### src/design/assert_macros.svh
// Assertion macros shared by the sequencer RTL.
`ifndef ASSERT_MACROS_SVH
`define ASSERT_MACROS_SVH
`ifndef SYNTHESIS
// Same-cycle implication, sampled on clk, off while rst_n is low.
`define ASSERT_SAME(label, ante, cons, msg) \
    label: assert property (@(posedge clk) disable iff (!rst_n) (ante) |-> (cons)) \
        else $error(msg);
// Next-cycle implication, sampled on clk, off while rst_n is low.
`define ASSERT_NEXT(label, ante, cons, msg) \
    label: assert property (@(posedge clk) disable iff (!rst_n) (ante) |=> (cons)) \
        else $error(msg);
`else
`define ASSERT_SAME(label, ante, cons, msg)
`define ASSERT_NEXT(label, ante, cons, msg)
`endif
`endif

### src/design/sst_pkg.sv
// Types and codes of the step sequencer.
package sst_pkg;

    localparam int IDX_W = 5;

    typedef struct packed {
        logic [1:0]  operation;
        logic [3:0]  step_addr;
        logic [2:0]  step_kind;
        logic [31:0] step_limit_ms;
        logic [7:0]  step_retry_budget;
        logic [31:0] step_argument;
        logic [31:0] now_ms;
        logic [1:0]  device_status;
        logic        client_present;
        logic        guard_pass;
    } in_item_t;

    typedef struct packed {
        logic        finished;
        logic [1:0]  final_status;
        logic [4:0]  current_step;
        logic [7:0]  retries_left;
        logic [2:0]  command_kind;
        logic [31:0] command_argument;
        logic [2:0]  failure_cause;
    } out_item_t;

    typedef struct packed {
        logic [2:0]  kind;
        logic [31:0] limit_ms;
        logic [7:0]  retry_budget;
        logic [31:0] argument;
    } step_entry_t;

    // operations
    localparam logic [1:0] OP_WRITE   = 2'd0;
    localparam logic [1:0] OP_RESTART = 2'd1;
    localparam logic [1:0] OP_TICK    = 2'd2;

    // step kinds
    localparam logic [2:0] KIND_ARM         = 3'd0;
    localparam logic [2:0] KIND_GRIPPER     = 3'd1;
    localparam logic [2:0] KIND_DELAY       = 3'd2;
    localparam logic [2:0] KIND_GUARD       = 3'd3;
    localparam logic [2:0] KIND_SERVO_START = 3'd4;
    localparam logic [2:0] KIND_SERVO_PAUSE = 3'd5;

    // device answers
    localparam logic [1:0] DEV_BUSY      = 2'd0;
    localparam logic [1:0] DEV_SUCCEEDED = 2'd1;
    localparam logic [1:0] DEV_FAILED    = 2'd2;
    localparam logic [1:0] DEV_TIMED_OUT = 2'd3;

    // commands
    localparam logic [2:0] CMD_NONE        = 3'd0;
    localparam logic [2:0] CMD_ARM_MOVE    = 3'd1;
    localparam logic [2:0] CMD_SET_GRIPPER = 3'd2;
    localparam logic [2:0] CMD_SERVO_START = 3'd3;
    localparam logic [2:0] CMD_SERVO_PAUSE = 3'd4;
    localparam logic [2:0] CMD_GUARD_QUERY = 3'd5;

    // final status
    localparam logic [1:0] STATUS_SUCCESS = 2'd0;
    localparam logic [1:0] STATUS_FAILURE = 2'd1;
    localparam logic [1:0] STATUS_TIMEOUT = 2'd2;

    // failure causes
    localparam logic [2:0] CAUSE_NONE           = 3'd0;
    localparam logic [2:0] CAUSE_STEP_TIMEOUT   = 3'd1;
    localparam logic [2:0] CAUSE_CLIENT_MISSING = 3'd2;
    localparam logic [2:0] CAUSE_DEVICE_FAILED  = 3'd3;
    localparam logic [2:0] CAUSE_DEVICE_TIMEOUT = 3'd4;
    localparam logic [2:0] CAUSE_GUARD_REJECTED = 3'd5;
    localparam logic [2:0] CAUSE_UNKNOWN_KIND   = 3'd6;
    localparam logic [2:0] CAUSE_GRIPPER_MISS   = 3'd7;

endpackage

### src/design/sst_step_ram.sv
// Step table memory: one write port, one registered read port, write-to-read bypass.
module sst_step_ram #(
    parameter int DEPTH = 16
) (
    input  logic                                       clk,
    input  logic                                       rst_n,
    input  logic                                       wr_en,
    input  logic [(DEPTH > 1 ? $clog2(DEPTH) : 1)-1:0] wr_addr,
    input  sst_pkg::step_entry_t                       wr_data,
    input  logic [(DEPTH > 1 ? $clog2(DEPTH) : 1)-1:0] rd_addr,
    output sst_pkg::step_entry_t                       rd_data
);

    sst_pkg::step_entry_t mem [DEPTH];
    sst_pkg::step_entry_t rd_data_reg;
    sst_pkg::step_entry_t fwd_data_reg;
    logic                 fwd_reg;

    always_ff @(posedge clk)
    begin
        if (wr_en)
        begin
            mem[wr_addr] <= wr_data;
        end
        rd_data_reg  <= mem[rd_addr];
        fwd_data_reg <= wr_data;
    end

    // a write to the row being read this cycle wins over the stale array word
    always_ff @(posedge clk or negedge rst_n)
    begin
        if (!rst_n)
        begin
            fwd_reg <= 1'b0;
        end
        else
        begin
            fwd_reg <= wr_en && (wr_addr == rd_addr);
        end
    end

    assign rd_data = fwd_reg ? fwd_data_reg : rd_data_reg;

endmodule

### src/design/step_sequencer_retry_timeout.sv
// Top level of the command-step sequencer with per-step timeout and retries.
//
//  channel | direction | handshake               | payload
//  --------+-----------+-------------------------+----------------------------
//  in      | input     | in_valid / in_ready     | in_data  (sst_pkg::in_item_t)
//  out     | output    | out_valid / out_ready   | out_data (sst_pkg::out_item_t)
//  cfg     | input     | cfg_wr_en, no wait      | cfg_wr_data (step_count)
//
// One item per cycle unless stalled; results pass the execute and output stages.
// The step table is read every cycle at the index the next item will see,
// so the registered read of the table memory is hidden.
// Reset clears progress and step_count at once; the table is not cleared.
// A stalled output holds the execute stage, which in turn drops in_ready.
module step_sequencer_retry_timeout #(
    parameter int MAX_STEPS = 16
) (
    input  logic               clk,
    input  logic               rst_n,
    input  logic               in_valid,
    output logic               in_ready,
    input  sst_pkg::in_item_t  in_data,
    output logic               out_valid,
    input  logic               out_ready,
    output sst_pkg::out_item_t out_data,
    input  logic               cfg_wr_en,
    input  logic [4:0]         cfg_wr_data
);

`include "assert_macros.svh"

    localparam int ADDR_W = (MAX_STEPS > 1) ? $clog2(MAX_STEPS) : 1;

    // execute stage
    logic               exec_valid_reg;
    sst_pkg::in_item_t  item_reg;
    logic               exec_fire;

    // output stage
    logic               out_valid_reg;
    sst_pkg::out_item_t out_data_reg;
    sst_pkg::out_item_t out_next;

    // sequencer state
    logic [4:0]  step_count_reg;
    logic [4:0]  step_index_reg,  step_index_next;
    logic        step_entered_reg, step_entered_next;
    logic [7:0]  retry_reg,       retry_next;
    logic        done_reg,        done_next;
    logic [1:0]  status_reg,      status_next;
    logic [31:0] start_reg,       start_next;
    logic [2:0]  cause_reg,       cause_next;

    // table access
    sst_pkg::step_entry_t entry;
    sst_pkg::step_entry_t wr_entry;
    logic                 tbl_wr_en;

    // tick datapath
    logic [7:0]  eff_retry;
    logic [31:0] eff_start;
    logic [31:0] elapsed;
    logic        fail_en;
    logic        final_en;
    logic [2:0]  fail_cause;
    logic [1:0]  fail_status;
    logic        adv_en;
    logic [2:0]  cmd_kind;
    logic [31:0] cmd_arg;

    assign exec_fire = exec_valid_reg && (!out_valid_reg || out_ready);
    assign in_ready  = !exec_valid_reg || exec_fire;
    assign out_valid = out_valid_reg;
    assign out_data  = out_data_reg;

    assign wr_entry.kind         = item_reg.step_kind;
    assign wr_entry.limit_ms     = item_reg.step_limit_ms;
    assign wr_entry.retry_budget = item_reg.step_retry_budget;
    assign wr_entry.argument     = item_reg.step_argument;
    assign tbl_wr_en = exec_fire && (item_reg.operation == sst_pkg::OP_WRITE)
                       && (32'(item_reg.step_addr) < 32'(MAX_STEPS));

    sst_step_ram #(
        .DEPTH (MAX_STEPS)
    ) u_table (
        .clk     (clk),
        .rst_n   (rst_n),
        .wr_en   (tbl_wr_en),
        .wr_addr (ADDR_W'(item_reg.step_addr)),
        .wr_data (wr_entry),
        .rd_addr (ADDR_W'(step_index_next)),
        .rd_data (entry)
    );

    // latch time and budget on entering a step
    assign eff_retry = step_entered_reg ? retry_reg : entry.retry_budget;
    assign eff_start = step_entered_reg ? start_reg : item_reg.now_ms;
    assign elapsed   = item_reg.now_ms - eff_start;

    // dispatch of one tick on the current step
    always_comb
    begin
        fail_en     = 1'b0;
        final_en    = 1'b0;
        fail_cause  = sst_pkg::CAUSE_NONE;
        fail_status = sst_pkg::STATUS_FAILURE;
        adv_en      = 1'b0;
        cmd_kind    = sst_pkg::CMD_NONE;
        cmd_arg     = 32'd0;
        if ((entry.limit_ms != 32'd0) && (elapsed >= entry.limit_ms))
        begin
            fail_en     = 1'b1;
            fail_cause  = sst_pkg::CAUSE_STEP_TIMEOUT;
            fail_status = sst_pkg::STATUS_TIMEOUT;
        end
        else
        begin
            case (entry.kind)
                sst_pkg::KIND_ARM, sst_pkg::KIND_SERVO_START, sst_pkg::KIND_SERVO_PAUSE:
                begin
                    if (!item_reg.client_present)
                    begin
                        fail_en    = 1'b1;
                        fail_cause = sst_pkg::CAUSE_CLIENT_MISSING;
                    end
                    else
                    begin
                        if (entry.kind == sst_pkg::KIND_ARM)
                        begin
                            cmd_kind = sst_pkg::CMD_ARM_MOVE;
                            cmd_arg  = entry.argument;
                        end
                        else if (entry.kind == sst_pkg::KIND_SERVO_START)
                        begin
                            cmd_kind = sst_pkg::CMD_SERVO_START;
                        end
                        else
                        begin
                            cmd_kind = sst_pkg::CMD_SERVO_PAUSE;
                        end
                        case (item_reg.device_status)
                            sst_pkg::DEV_SUCCEEDED:
                            begin
                                adv_en = 1'b1;
                            end
                            sst_pkg::DEV_FAILED:
                            begin
                                fail_en    = 1'b1;
                                fail_cause = sst_pkg::CAUSE_DEVICE_FAILED;
                            end
                            sst_pkg::DEV_TIMED_OUT:
                            begin
                                fail_en    = 1'b1;
                                fail_cause = sst_pkg::CAUSE_DEVICE_TIMEOUT;
                                // arm steps have no timeout answer of their own
                                fail_status = (entry.kind == sst_pkg::KIND_ARM)
                                              ? sst_pkg::STATUS_FAILURE
                                              : sst_pkg::STATUS_TIMEOUT;
                            end
                            default:
                            begin
                                adv_en = 1'b0;
                            end
                        endcase
                    end
                end
                sst_pkg::KIND_GRIPPER:
                begin
                    if (!item_reg.client_present)
                    begin
                        final_en   = 1'b1;
                        fail_cause = sst_pkg::CAUSE_GRIPPER_MISS;
                    end
                    else
                    begin
                        cmd_kind = sst_pkg::CMD_SET_GRIPPER;
                        cmd_arg  = entry.argument;
                        adv_en   = 1'b1;
                    end
                end
                sst_pkg::KIND_DELAY:
                begin
                    adv_en = (elapsed >= entry.argument);
                end
                sst_pkg::KIND_GUARD:
                begin
                    cmd_kind = sst_pkg::CMD_GUARD_QUERY;
                    cmd_arg  = entry.argument;
                    if (item_reg.guard_pass)
                    begin
                        adv_en = 1'b1;
                    end
                    else
                    begin
                        final_en   = 1'b1;
                        fail_cause = sst_pkg::CAUSE_GUARD_REJECTED;
                    end
                end
                default:
                begin
                    fail_en    = 1'b1;
                    fail_cause = sst_pkg::CAUSE_UNKNOWN_KIND;
                end
            endcase
        end
    end

    // next state of the sequencer for the item in the execute stage
    always_comb
    begin
        step_index_next   = step_index_reg;
        step_entered_next = step_entered_reg;
        retry_next        = retry_reg;
        done_next         = done_reg;
        status_next       = status_reg;
        start_next        = start_reg;
        cause_next        = cause_reg;
        out_next.command_kind     = sst_pkg::CMD_NONE;
        out_next.command_argument = 32'd0;
        if (exec_fire)
        begin
            case (item_reg.operation)
                sst_pkg::OP_RESTART:
                begin
                    step_index_next   = 5'd0;
                    step_entered_next = 1'b0;
                    retry_next        = 8'd0;
                    done_next         = 1'b0;
                    status_next       = sst_pkg::STATUS_SUCCESS;
                    start_next        = 32'd0;
                    cause_next        = sst_pkg::CAUSE_NONE;
                end
                sst_pkg::OP_TICK:
                begin
                    if (!done_reg)
                    begin
                        if ((32'(step_index_reg) >= 32'(MAX_STEPS))
                            || (step_index_reg >= step_count_reg))
                        begin
                            done_next   = 1'b1;
                            status_next = sst_pkg::STATUS_SUCCESS;
                        end
                        else
                        begin
                            step_entered_next = 1'b1;
                            retry_next        = eff_retry;
                            start_next        = eff_start;
                            out_next.command_kind     = cmd_kind;
                            out_next.command_argument = cmd_arg;
                            if (fail_en)
                            begin
                                cause_next = fail_cause;
                                if (eff_retry != 8'd0)
                                begin
                                    // retry: spend one from the budget, restart the timer
                                    retry_next = eff_retry - 8'd1;
                                    start_next = item_reg.now_ms;
                                end
                                else
                                begin
                                    done_next   = 1'b1;
                                    status_next = fail_status;
                                end
                            end
                            else if (final_en)
                            begin
                                cause_next  = fail_cause;
                                done_next   = 1'b1;
                                status_next = sst_pkg::STATUS_FAILURE;
                            end
                            else if (adv_en)
                            begin
                                step_index_next   = step_index_reg + 5'd1;
                                step_entered_next = 1'b0;
                            end
                        end
                    end
                end
                default:
                begin
                    done_next = done_reg;
                end
            endcase
        end
        out_next.finished      = done_next;
        out_next.final_status  = status_next;
        out_next.current_step  = step_index_next;
        out_next.retries_left  = retry_next;
        out_next.failure_cause = cause_next;
    end

    always_ff @(posedge clk or negedge rst_n)
    begin
        if (!rst_n)
        begin
            exec_valid_reg   <= 1'b0;
            out_valid_reg    <= 1'b0;
            step_count_reg   <= 5'd0;
            step_index_reg   <= 5'd0;
            step_entered_reg <= 1'b0;
            retry_reg        <= 8'd0;
            done_reg         <= 1'b0;
            status_reg       <= sst_pkg::STATUS_SUCCESS;
            start_reg        <= 32'd0;
            cause_reg        <= sst_pkg::CAUSE_NONE;
        end
        else
        begin
            if (in_ready)
            begin
                exec_valid_reg <= in_valid;
            end
            if (exec_fire)
            begin
                out_valid_reg <= 1'b1;
            end
            else if (out_ready)
            begin
                out_valid_reg <= 1'b0;
            end
            if (cfg_wr_en)
            begin
                step_count_reg <= cfg_wr_data;
            end
            step_index_reg   <= step_index_next;
            step_entered_reg <= step_entered_next;
            retry_reg        <= retry_next;
            done_reg         <= done_next;
            status_reg       <= status_next;
            start_reg        <= start_next;
            cause_reg        <= cause_next;
        end
    end

    // payload registers: no reset
    always_ff @(posedge clk)
    begin
        if (in_ready && in_valid)
        begin
            item_reg <= in_data;
        end
        if (exec_fire)
        begin
            out_data_reg <= out_next;
        end
    end

    `ASSERT_NEXT(a_done_sticky, done_reg && !(exec_fire && (item_reg.operation == sst_pkg::OP_RESTART)), done_reg, "sequence left the finished state without a restart")
    `ASSERT_SAME(a_cmd_only_running, exec_fire && (out_next.command_kind != sst_pkg::CMD_NONE), !done_reg && (item_reg.operation == sst_pkg::OP_TICK), "command issued outside a running tick")
    `ASSERT_NEXT(a_restart_clears, exec_fire && (item_reg.operation == sst_pkg::OP_RESTART), (step_index_reg == 5'd0) && (cause_reg == sst_pkg::CAUSE_NONE) && !done_reg, "restart did not clear progress")

endmodule
### config.mk
export PLATFORM = sky130hd
export DESIGN_NAME = step_sequencer_retry_timeout
export DESIGN_NICKNAME = d
export VERILOG_FILES = /design/src/design/sst_pkg.sv /design/src/design/sst_step_ram.sv /design/src/design/step_sequencer_retry_timeout.sv
export VERILOG_INCLUDE_DIRS = /design/src /design/src/design
export SDC_FILE = /design/constraint.sdc
export NUM_CORES = 2
export LEC_CHECK = 0
export BUFFER_PORTS_ARGS = -buffer_cell sky130_fd_sc_hd__buf_4
export CORE_ASPECT_RATIO = 1.4
export CORE_MARGIN = 2
export CORE_UTILIZATION = 50
export DETAILED_ROUTE_END_ITERATION = 8
export PLACE_DENSITY = 0.66
export SYNTH_ARGS = -nofsm -noshare
export SYNTH_HDL_FRONTEND = slang
export SYNTH_HIERARCHICAL = 1
export SYNTH_SLANG_ARGS = --single-unit
### constraint.sdc
create_clock -name clk -period 13.7 [get_ports clk]
set_clock_uncertainty 0.15 [all_clocks]
set_input_delay 2.74 -clock clk [delete_from_list [all_inputs] [get_ports clk]]
set_output_delay 2.74 -clock clk [all_outputs]
set_load 0.02 [all_outputs]
* After elaboration in Yosys (flattened, before gate mapping)
Memory sizes are Yosys's and may differ from the RTL's. A register that Yosys moved wholly into a read port is not among the register bits.
Index checks and enable logic that the tools add are counted.
** Word-level totals
- Register bits :: 306
- Bits in latches :: 0
- Bits in writable memories :: 1200
- Memory bits (read-only) :: 0
- Logic and storage cells :: 160
- Memories :: 1
** Memories
- u_table.mem :: words 16, bits a word 75, rd ports 1, clocked after memory_dff 1, write ports 1, line sst_step_ram.sv:14 : sst_pkg::step_entry_t mem [DEPTH];
** Operators by class
- Add/subtract/negate cells :: 3
- $mul :: 0
- Divide/modulo/power cells :: 0
- Magnitude comparators :: 4
- Eq/ne operators :: 13
- Shift-type cells :: 0
- Multiplexer cells :: 85
- Bitwise gates (word level) :: 1
- Reductions and logical operators :: 21
** Operators by type and width (number)
- $mux W32 :: 8
- $pmux W32 S3 :: 1
- $mux W75 :: 1
- $ge A32 B32 Y1 :: 2
- $pmux W32 S2 :: 1
- $mux W8 :: 6
- $mux W3 :: 12
- $reduce_bool A32 Y1 :: 1
- $sub A32 B32 Y32 :: 1
- $mux W5 :: 6
- $mux W1 :: 26
- $mux W2 :: 12
- $pmux W8 S2 :: 1
- $pmux W3 S2 :: 2
- $pmux W3 S4 :: 1
- $pmux W5 S2 :: 1
- $pmux W3 S3 :: 1
- $pmux W1 S2 :: 4
- $reduce_bool A8 Y1 :: 1
- $sub A8 B1 Y8 const B :: 1
- $eq A2 B2 Y1 const B :: 3
- $eq A3 B2 Y1 const B :: 2
- $eq A3 B3 Y1 const B :: 2
- $reduce_or A3 Y1 :: 2
- other kinds (19) :: 29

* Logic depth before layout (Yosys ltp)
- Depth in word-level cells :: 14
- Depth in mapped cells :: 33
- Gate-level depth less buffers :: 27

* Hierarchy
The synthesis kept the hierarchy.
** Modules (own cells, without submodules)
- sst_step_ram :: instances 1, cells each 2093, area an instance 48780.5 µm²
- step_sequencer_retry_timeout :: instances 1, cells each 1035, area an instance 12450.7 µm²

* Worst setup path after synthesis
OpenSTA, ideal clock, no wires.
- Path kind :: input port to flip-flop
- From :: input out_ready
- To :: memory u_table/mem[0][0] in the netlist's numbering (enable)
- Setup time :: 0.600 ns
- Arrival time :: 8.659 ns
- Required time :: 12.950 ns
- Path slack :: 4.291 ns
- Cell stages on the path :: 4
- Cells stage by stage :: nand2b_1 > and3_1 > or3b_2 > nor3_1
** On the way
- Word-level cells in the longest chain between the ends :: 5
** RTL lines
- start, declared :: line step_sequencer_retry_timeout.sv:23 : input logic out_ready,
- $logic_or A1 B1 Y1 :: line step_sequencer_retry_timeout.sv:70 : assign exec_fire = exec_valid_reg && (!out_valid_reg || out_ready);
- $logic_and A1 B1 Y1 :: line step_sequencer_retry_timeout.sv:70
- $logic_and A1 B1 Y1 :: line step_sequencer_retry_timeout.sv:79 : assign tbl_wr_en = exec_fire && (item_reg.operation == sst_pkg::OP_WRITE)
- net tbl_wr_en :: line step_sequencer_retry_timeout.sv:56 : logic tbl_wr_en;
- $mux W1 :: line sst_step_ram.sv:21 : if (wr_en)
- $mux W1 (not written as such) :: line sst_step_ram.sv:23 : mem[wr_addr] <= wr_data;
- end, declared :: line sst_step_ram.sv:14
The timed path passes the listed nets, and every way through them passes these cells.

==> reports/results.ini <==
[route]
num_vias=31156
drc=0
drtIter0Drc=3056
drt_pre_antenna_iters=5
viasPerCell=6.096
ant_nets=0
wl_per_cell_um=29.12
routed_wl_um=148800

[critical_path]
cp_common_cell=a21oi_1
crit_start=step_entered_reg$_DFFE_PN0P_
regToRegEndpoint=u_table/rd_data_reg[64]$_DFF_P_
ff2ff_setup_slack_ns=4.12
r2r-start=step_entered_reg$_DFFE_PN0P_
crit_path_top_delay_cell=buf_4
slowest_delay_ns=0.84
critPathRequiredTime_ns=14.20
cp.buffers_inverters=4
worst_r2r_path_depth=29
crit_family=compound AO/OA/AOI/OAI gates
worst-setup-path-type=reg -> reg
worstPathArrival_ns=10.08
cp-endpoint=u_table/rd_data_reg[64]$_DFF_P_
cp.depth=29
critPathMaxFanout=75
worstSetupStartpointType=register
cp-end-kind=register

[min_path]
hold_class=reg -> reg

[clocking]
hold_buffers=0
cts.sinks=1581
cts-root-buf=clkbuf_16
post_cts_buffers=0
cts_made_buffers=146
cts_resized=0
clk_pin_slew_worst_paths_ns=0.06
clockBufferDepth=3
ctsHtreeMaxLevel=4
clk_latency_ns=0.78
cts_tree=yes

[timing]
setup_tns_ns=0
fmax_ghz=0.1044
worst_pin_slew_ns=1.166
timing.final.crit_share=0.6993
finalHoldWorstSlack_ns=0.3783
rsz0062_at_grt=false
drv_slew=0
post-route-min-period_ns=9.581
max_slew_margin=0.2227
setup_viol=0
hold_viol_final=0

[placed_design]
dp_hpwl_um=80390
dpl.cell_count=4839
io_buffers=182
gp_congestion=0.8872
dpl_cell_area_sq_um=64510

[synthesis]
postSynthCellCount=3128
synth_ff_type=edfxtp_1
ys_warn_count=6
ys_top_cells_by_area=edfxtp_1 67%, mux4_2 11%, dfxtp_1 4.9%, dfrtp_1 2.5%, ha_1 2.2%
syn_area_sq_um=61230
post_synth.cell_area_avg_sq_um=19.58
synth_edf_count=1371
ys_async_sr_fraction=0.03795
yosysMostFrequentCell=edfxtp_1
synth_top_cell_area_share=0.6724
synth-seq-cells=1581
yosysSeqAreaShare=0.7459
ys_types=72
synth_nets=3364
synth_area_leader_cell=edfxtp_1
synth_commonest_cells=1371 x edfxtp_1, 300 x mux4_2, 152 x a22oi_1, 150 x dfxtp_1, 149 x nand2_1

[finish]
drive_gt1_frac=0.2586
area_growth_pct=13.05
layout.cells.non_filler=5111
final_area_sq_um=69220
multi_input_area_sq_um=14520
fill_cells=8968
final_nets=3617
largest_register_ffs=1200
regArea_sq_um=45680

[run]
drv_cap=0

[grt]
busiest_layer=met2
grt_max_degree=76
met2_usage=0.4025
grtUsageMet3=0.03647
met1_usage=0.3297
grt_usage=0.2404
grt_pass1_vias=32091
antenna_found_initial=1
overflow=0
grt_pass1_wl_um=217200

[pwr]
ir_drop_mv=0.1157
p_per_area_nw_per_um2=161.5
p_leak_nw=23.49

[floorplan]
core_sq_um=121300
dieArea_sq_um=125300
num_io_pins=183
start_util=0.5048
die_h_um=418.1
chipWidth_um=299.8
num_rows=151

[status]
status=finished clean

cells by family (layout without fill, tap and decap cells):
| family | after synthesis | count (layout) | share of synthesized area |
|---|---|---|---|
| xor gates and xnor gates | 37 | 37 | 0.005292 |
| muxes | 451 | 451 | 0.1366 |
| and+or+nand+nor | 333 | 333 | 0.02891 |
| adders and majority gates | 109 | 109 | 0.02240 |
| DFF | 1581 | 1581 | 0.7459 |
| buffers and inverters | 260 | 636 | 0.01976 |
| other | 0 | 1 | 0 |
| AOI/OAI and AO/OA | 357 | 357 | 0.04113 |
final cells by class:
class	count	share of cell area
repair buffers	244	0.02664
clock inverters	74	0.009905
multi-input cells	1287	0.2098
flip-flops and latches	1581	0.6599
inverters	121	0.006561
well taps	1606	0.02903
diodes	1	0.00003615
clock buffers	197	0.05820
worst reg2reg max path, delay by kind of cell (launching register included):
kind	cells	cell delay (ns)
AO/OA/AOI/OAI	16	4.25
buffers and inverters	4	2.11
multiplexers	2	1.13
adder cells (fa/ha/maj)	3	0.91
AND/OR/NAND/NOR	3	0.42
flip-flops	1	0.34
XOR/XNOR	1	0.17
through the flow:
stage	setup slack, ns	total power [mW]	util
after CTS	4.070	11.25	0.5707
final	4.119	11.18	0.5707
after global placement	4.374	7.204	0.5318
after global routing	3.329	11.60	0.5707
after detailed placement	4.103	7.257	0.5318
after floorplan	4.291	6.791	-
worst min-delay path by stage:
stage	start	end	slack (ns)	depth (start not counted)
after floorplan	cause_reg[0]$_DFF_PN0_	cause_reg[0]$_DFF_PN0_	0.31	2
after global placement	exec_valid_reg$_DFFE_PN0N_	out_valid$_DFFE_PN0P_	0.34	1
after detailed placement	cause_reg[0]$_DFF_PN0_	cause_reg[0]$_DFF_PN0_	0.36	2
after CTS	start_reg[30]$_DFFE_PN0P_	start_reg[30]$_DFFE_PN0P_	0.38	2
after global routing	start_reg[11]$_DFFE_PN0P_	start_reg[11]$_DFFE_PN0P_	0.40	2
final	start_reg[30]$_DFFE_PN0P_	start_reg[30]$_DFFE_PN0P_	0.38	2
routing by layer:
layer  vias up  routed length, um
li1      13120                  -
met1     16543              61030
met2      1257              74410
met3       236               9736
met4         0               3665
met5         -                  0
placed cells by master, fill, tap and decap left out, types with 74 or more instances in the layout:
master	count
clkbuf_16	149
mux2i_1	74
a22oi_1	152
dfxtp_1	150
ha_1	108
edfxtp_1	1371
mux2_2	76
inv_1	121
mux4_2	300
nand2_1	149
buf_4	243
report_power, final:
part	internal [mW]	switching, mW	total (mW)	leakage (nW)
clock network	2.25	1.77	4.02	2.31
logic	0.721	0.930	1.65	6.68
registers	5.39	0.118	5.51	14.5
total	8.37	2.81	11.2	23.5
Power figures use the tool's default switching activity.
